<file path="src/ksrp_pkg.sv">
// Shared types, codes and constants of the keyed symbol radix packer.
package ksrp_pkg;

  localparam logic [7:0] KEY_DEPTH = 8'd255;
  localparam logic [6:0] DPW_RESET = 7'd8;

  localparam logic OP_KEY    = 1'b0;
  localparam logic OP_ENCODE = 1'b1;

  typedef struct packed {
    logic       operation;
    logic [7:0] symbol;
    logic       is_last;
  } sym_item_t;

  typedef struct packed {
    logic [63:0] packed_word;
    logic [6:0]  digit_count;
    logic        not_in_key;
  } word_item_t;

  typedef enum logic [1:0] {
    ST_IDLE,
    ST_MUL,
    ST_ACC
  } state_t;

  typedef struct packed {
    logic key_write;
    logic lookup;
    logic mul_en;
    logic acc_en;
  } cmd_t;

  typedef struct packed {
    logic out_valid;
  } status_t;

endpackage

</file>
<file path="src/ksrp_ctrl.sv">
// Controller state machine sequencing key appends, lookups, multiplies and accumulation.
module ksrp_ctrl
  import ksrp_pkg::*;
(
  input  logic      clk,
  input  logic      rst,
  input  logic      sym_valid,
  input  logic      sym_operation,
  output logic      sym_stall,
  input  logic      word_stall,
  input  status_t   status,
  output cmd_t      cmd
);

  state_t state;
  state_t state_next;
  logic   out_free;
  logic   accept;

  always_ff @(posedge clk) begin
    if (rst) begin
      state <= ST_IDLE;
    end else begin
      state <= state_next;
    end
  end

  always_comb begin
    out_free   = !status.out_valid || !word_stall;
    sym_stall  = !((state == ST_IDLE) || ((state == ST_ACC) && out_free));
    accept     = sym_valid && !sym_stall;
    state_next = state;
    cmd.key_write = accept && (sym_operation == OP_KEY);
    cmd.lookup    = accept && (sym_operation == OP_ENCODE);
    cmd.mul_en    = 1'b0;
    cmd.acc_en    = 1'b0;
    case (state)
      ST_IDLE: begin
        if (cmd.lookup) begin
          state_next = ST_MUL;
        end
      end
      ST_MUL: begin
        cmd.mul_en = 1'b1;
        state_next = ST_ACC;
      end
      ST_ACC: begin
        if (out_free) begin
          cmd.acc_en = 1'b1;
          state_next = cmd.lookup ? ST_MUL : ST_IDLE;
        end
      end
      default: begin
        state_next = ST_IDLE;
      end
    endcase
  end

endmodule

</file>
<file path="config.mk">
export PLATFORM = sky130hd
export DESIGN_NAME = ksrp_ctrl
export DESIGN_NICKNAME = d
export VERILOG_FILES = /design/src/ksrp_pkg.sv /design/src/ksrp_ctrl.sv
export SDC_FILE = /design/constraint.sdc
export NUM_CORES = 1
export LEC_CHECK = 0
export ABC_CLOCK_PERIOD_IN_PS = 1200
export BUFFER_PORTS_ARGS = -buffer_cell sky130_fd_sc_hd__buf_4
export CORE_AREA = 4 4 41 43
export CTS_CLUSTER_SIZE = 14
export DETAILED_ROUTE_END_ITERATION = 6
export DIE_AREA = 0 0 45 47
export GPL_ROUTABILITY_DRIVEN = 0
export GPL_TIMING_DRIVEN = 0
export HOLD_SLACK_MARGIN = 0.08
export PLACE_DENSITY = 0.4
export SETUP_SLACK_MARGIN = 0.02
export SYNTH_ARGS = -nofsm -noshare
export SYNTH_HDL_FRONTEND = slang
export SYNTH_SLANG_ARGS = --single-unit
</file>
<file path="constraint.sdc">
create_clock -name clk -period 1.2 [get_ports clk]
set_input_delay 0.18 -clock clk [delete_from_list [all_inputs] [get_ports clk]]
set_output_delay 0.18 -clock clk [all_outputs]
set_load 0.01 [all_outputs]
</file>
==> results by group, run 1 <==
STA
  • Crit path time final: 1255 ps
  • Setup Skew: roughly 5.3 ps
  • Worst hold slack: 122.1 ps
  • Max-slew violations: 0
  • Worst-Margin Slew: 188.9 ps
  • Final setup fails: 1
  • Tcrit/Tclk final: 104.6%
  • Slew margin rel.: 87.33%
  • Fmax achieved: 0.7967 GHz
  • Post-route setup slack: -55.10 ps
  • RSZ-0062 raised after global routing: yes
  • Hold Vio Cnt, Final: 0

Global route
  • Gr ovfl total: 0
  • M3 GR Usage: 2.682%
  • First-pass GRT wire length: approximately 740 um
  • Vias in the first global route: ~170
  • Met1 usage: 5.204%
  • GRT busiest layer: met2
  • Initial antenna violation count: 0
  • Met2 usage: under 10%
  • GRT Util Overall: 5.363%
  • Largest net degree at the start of global routing: 5

Layout
  • Max FFs per register: 2
  • Layout cells sized above 1: 77.78%
  • Most common cell after layout, fill and taps aside: buf_4
  • Largest registers: state x2
  • Most flop-heavy register: state
  • # fillers: 150
  • Multi-input logic area: 75.07 um^2
  • Final Net Count: 35
  • Finished Cell Area: 256.5 um^2
  • Diodes inserted: 0
  • Finished Core Util: 19.71%
  • Area growth from synthesis to layout: 103.0%
  • FF+latch area: 42.54 um^2
  • Commonest cells after routing, fill and taps aside: 11 x buf_4, 3 x clkbuf_4, 2 x dfxtp_2

Logic synthesis
  • Sequential area share after synthesis: 31.68%
  • Top-area cell type share of the netlist area: about a third
  • Yosys reg bits: 2
  • Syn nets: 19
  • Netlist cell types: 12
  • Top area cells in the synthesized netlist: dfxtp_1 32%, a31o_4 14%, nor3b_2 9.9%
  • Mean Syn Cell Area: between 9 and 10 um^2
  • Yosys synthesis warning count: 0
  • Mux contribution to synthesized area: 0%
  • Post-Synth XOR/XNOR Area: 0%
  • Cells after Synth: 13
  • Combinational family with the most area after synthesis: simple AND/OR/NAND/NOR gates
  • Synth Area in Simple Gates: 35.64%
  • Syn Std Cell Area: 126.4 um^2
  • Adder-Cell Fraction of Synth Area: 0%
  • Synth Area in Compound Gates: 23.76%
  • Dominant cell type by area after synthesis: dfxtp_1

Placed design
  • # port buffers: 10
  • Pre-CTS setup slack: 137.5 ps
  • Placed Area: 220.2 um^2

Routing
  • Post-Route WL: 406 um
  • Drc violations: 0
  • Vias per inst: 3.429
  • DR vias: 144
  • Routed Antenna Nets: 0
  • Total iterations of the first detailed-routing run: 4
  • Drt wl/cell: 9.667 um
  • Detailed router's first-iteration violation count: 5

Worst setup path
  • Critical Path RT: 1020 ps
  • Worst-path cell chain: a31o_4 -> nor3b_2 -> buf_4
  • Delay-heaviest family, CP: flip-flops
  • Critical path class: flip-flop to output port
  • Slowest stage cell on the critical path: dfxtp_2
  • Worst Path Buf+Inv: 1
  • Max FO, Critical Path: 4
  • Worst path max stage delay: 320 ps
  • CP arrival: ~1100 ps
  • Capturing element type of the critical path: output port
  • Worst setup SP type: flip-flop

Die
  • Core box area: roughly 1300 um^2
  • Full die area: 2115 um^2
  • Starting Density: 9.712%
  • Row cnt: 13
  • Die W: 45 um
  • I/O pin count: 11
  • Die H: 47 um

Power
  • Lkg Pwr: 0.0001225 uW
  • PD cells: 1062 nW/um^2
  • Peak supply drop: 0.0002379 V
  • Total power draw: 272.3 uW

Worst hold path
  • Tightest Hold Check Type: input port to flip-flop

Clock network
  • Worst-Skew Late Latency: 220 ps
  • Sink Count: 2
  • Longest Clk Path Bufs: 2
  • Clk root buf: clkbuf_4
  • Post-CTS Hold Fix Bufs: 0
  • CTS tree: built
  • Worst-path clk slew: 30 ps
  • CTS buffer count: 3
  • H-tree levels: 1

Outcome
  • Failing checks: setup timing
  • Status: finished, violations left

Run
  • Max_cap viols: 0
[final timing paths]
| check | startpoint | to | slack [ps] | cells past startpoint |
|---|---|---|---|---|
| hold / removal | rst | state[0] | 120 | 2 |
| setup / recovery | state[1] | cmd[3] | -60 | 3 |
| hold reg to reg | state[0] | state[1] | 600 | 2 |
| setup reg to reg | state[1] | state[1] | 260 | 3 |
[stage by stage]
stage                     setup TNS (ps)  cells
final                             -55.10     42
after global routing              -211.9     42
after CTS                         -84.77     42
after detailed placement               0     38
after global placement                 0     38
after floorplan                        0     13
[power breakdown]
part / switching (uW) / internal (uW) / total [uW] / leakage (uW)
clock network: 36.7 / 110 / 147 / 0.0000138
logic: 20.6 / 32.1 / 52.7 / 0.0000915
registers: 2.67 / 70.1 / 72.7 / 0.0000172
[Yosys cell counts (all sizes together)]
cell type	count
and2b	1
a21oi	1
nand2	1
inv	1
nor3	1
buf	1
a211oi	1
nor3b	1
dfxtp	2
a31o	1
and2	1
nor2	1
[final cells by class]
type                            count  area share (%)
Clock buffer                        3           8.780
Inverter                            1           1.463
Multi-Input combinational cell      9           29.27
Sequential cell                     2           16.59
Tap cell                           15           7.317
Timing Repair Buffer               12           36.59
[routing by layer]
metal	vias up	routed length (um)
met2	9	177
met1	63	171
met5	-	0
met4	0	0
met3	0	56
li1	72	-
[logic make-up after synthesis]
group | count (synthesis)
AND/OR/NAND/NOR | 6
AO/OA/AOI/OAI | 3
flip-flops | 2
buffers and inverters | 2
[repair_timing]
item                                    4_1_cts  5_1_grt
setup buffers                                 2        0
endpoints found under the setup margin        4        4
gates cloned                                  0        0
pin swaps                                     2        0
gates resized for setup                       3        0
No activity file was read; power rests on OpenSTA's default activity.
==> inputs of run 2 (changes only) <==
==> constraint.sdc (replaced) <==
create_clock -name clk -period 1.2 [get_ports clk]
set_input_delay 0 -clock clk [delete_from_list [all_inputs] [get_ports clk]]
set_output_delay 0 -clock clk [all_outputs]
set_load 0.01 [all_outputs]
==> run 2 against run 1 <==
Largest power group unchanged. Critical path type unchanged. Combinational power increased by 8.3%. Power increased by 2.2%. The flow now finishes without violations. Hold slack improved by 21 ps.
==> results by group, run 2 (same netlist as run 1, synthesis figures left out) <==
Worst setup path
  • Worst setup SP type: flip-flop (unchanged)
  • FF-to-FF setup slack: 370 ps (was 260 ps)
  • Delay-heaviest family, CP: flip-flops (unchanged)
  • Reg2reg start: state[1] (unchanged)
  • Slowest stage cell on the critical path: dfxtp_1 (was dfxtp_2)
  • Critical R2R Capture: state[1] (unchanged)
  • Max FO, Critical Path: 5 (was 4)
  • Critical Path RT: 1200 ps (was 1020 ps)
  • Reg2reg path depth: 2 (was 3)
  • Worst Path Buf+Inv: 1 (unchanged)
  • Critical path class: flip-flop to output port (unchanged)
  • Capturing element type of the critical path: output port (unchanged)
  • CP arrival: 1100 ps (was 1080 ps)
  • Worst-path cell chain: a31o_4 -> nor3b_2 -> buf_4 (unchanged)
  • Worst path max stage delay: 330 ps (was 320 ps)

Routing
  • Post-Route WL: 418 um (was 406 um)
  • Detailed router's first-iteration violation count: 5 (unchanged)
  • Routed Antenna Nets: 0 (unchanged)
  • Vias per inst: 3.477 (was 3.429)
  • Total iterations of the first detailed-routing run: 4 (unchanged)
  • Drc violations: 0 (unchanged)
  • DR vias: 153 (was 144)
  • Drt wl/cell: 9.500 um (was 9.667 um)

Layout
  • FF+latch area: 40.04 um^2 (was 42.54 um^2)
  • Largest registers: state x2 (unchanged)
  • Area growth from synthesis to layout: 115.8% (was 103.0%)
  • Most flop-heavy register: state (unchanged)
  • Multi-input logic area: 75.07 um^2 (unchanged)
  • Layout cells sized above 1: 62.07% (was 77.78%)
  • Diodes inserted: 0 (unchanged)
  • Max FFs per register: 2 (unchanged)
  • Finished Core Util: 20.96% (was 19.71%)
  • Commonest cells after routing, fill and taps aside: 11 x buf_4, 3 x clkbuf_4, 3 x dlygate4sd3_1 (was 11 x buf_4, 3 x clkbuf_4, 2 x dfxtp_2)
  • Final Net Count: 37 (was 35)
  • # fillers: 144 (was 150)
  • Most common cell after layout, fill and taps aside: buf_4 (unchanged)

Clock network
  • Clk root buf: clkbuf_4 (unchanged)
  • Worst-path clk slew: 30 ps (about the same)
  • CTS tree: built (unchanged)
  • Sink Count: 2 (unchanged)
  • Worst-Skew Late Latency: 220 ps (about the same)
  • H-tree levels: 1 (unchanged)
  • Post-CTS Setup Bufs: 0 (was 2)
  • CTS buffer count: 3 (unchanged)
  • Longest Clk Path Bufs: 2 (unchanged)

Die
  • Core box area: 1301 um^2 (unchanged)
  • Die H: 47 um (unchanged)
  • Die W: 45 um (unchanged)
  • I/O pin count: 11 (unchanged)
  • Row cnt: 13 (unchanged)
  • Full die area: 2115 um^2 (unchanged)
  • Starting Density: 9.712% (unchanged)

Global route
  • Vias in the first global route: 182 (was 168)
  • Largest net degree at the start of global routing: 6 (was 5)
  • GRT Util Overall: 5.442% (was 5.363%)
  • Gr ovfl total: 0 (unchanged)
  • Initial antenna violation count: 0 (unchanged)
  • First-pass GRT wire length: 752 um (was 738 um)

STA
  • Crit path time final: 1100 ps (was 1255 ps)
  • Worst-Margin Slew: 189.4 ps (was 188.9 ps)
  • Max-slew violations: 0 (unchanged)
  • Tcrit/Tclk final: 91.63% (was 104.6%)
  • RSZ-0062 raised after global routing: no (was yes)
  • Slew margin rel.: 87.29% (was 87.33%)
  • Setup Skew: 3.386 ps (was 5.291 ps)
  • Setup TNS Final: 0 ps (was -55.10 ps)
  • Fmax achieved: 0.9095 GHz (was 0.7967 GHz)
  • Hold Vio Cnt, Final: 0 (unchanged)
  • Final setup fails: 0 (was 1)

Power
  • Lkg Pwr: 0.0001290 uW (was 0.0001225 uW)
  • Peak supply drop: 0.0003098 V (was 0.0002379 V)
  • PD cells: 1021 nW/um^2 (was 1062 nW/um^2)

Worst hold path
  • Hold path endpoint: state[0] (unchanged)
  • Hold Crit Depth: 3 (was 2)
  • Worst hold start: word_stall (was rst)
  • Tightest Hold Check Type: input port to flip-flop (unchanged)

Placed design
  • # port buffers: 10 (unchanged)

Run
  • Max_cap viols: 0 (unchanged)

Outcome
  • Status: finished clean (was finished, violations left)
## run 2: cell count changes in the layout (fill, tap and decap cells not counted), sizes merged
cell / change
dlygate4sd3: +3
buf: -1
## run 2: repair_timing
action,in CTS,in global routing
resized for setup,0,0
endpoints found under the hold margin,2,0
hold buffers,3,0
## run 2: per-stage QoR
| stage | total power [uW] | hold WS, ps | instance area [um^2] | setup WS (ps) | cells |
|---|---|---|---|---|---|
| finish | 278.4 | 143.1 | 272.8 | 100.5 | 44 |
| global route | 303.5 | 150.7 | 272.8 | 20.69 | 44 |
| CTS | 291.3 | 129.8 | 272.8 | 74.24 | 44 |
| detailed placement | 123.3 | 184.4 | 220.2 | 317.5 | 38 |
| global placement | 122.2 | 175.5 | 220.2 | 335.5 | 38 |
| floorplan | 92.53 | 32.95 | 126.4 | 401.3 | 13 |
## run 2: worst max path at each step
stage,startpoint,endpoint,slack (ps),cells past startpoint
after floorplan,state[1],state[1],400,2
after global placement,state[1],cmd[3],340,3
after detailed placement,state[1],cmd[3],320,3
after CTS,state[1],cmd[3],70,3
after global routing,state[1],cmd[3],20,3
final,state[1],cmd[3],100,3
## run 2: worst register-to-register path: cells and delay by family, from the launching register on
| kind | cells | cell delay (ps) |
|---|---|---|
| DFF | 1 | 330 |
| and+or+nand+nor | 1 | 140 |
| AOI/OAI and AO/OA | 1 | 250 |
## run 2: per-layer routing
metal	vias to the layer above	global-route usage [%]	routed length (um)
met3	0	3.065	56
met1	66	4.977	172
met4	0	7.018	0
met2	9	7.627	189
li1	78	-	-
met5	-	0	0
## run 2: final cells by class
cell class,instances,share of cell area [%]
buffer,1,2.752
clock buffer,3,8.257
inverter,1,1.376
multi-input combinational,9,27.52
sequential,2,14.68
tap,15,6.881
timing repair buffer,13,38.53
## run 2: power breakdown
group / internal [uW] / switching (uW) / total, uW
clock: 110 / 38.6 / 149
combinational: 35.9 / 21.3 / 57.1
sequential: 69.5 / 2.81 / 72.3
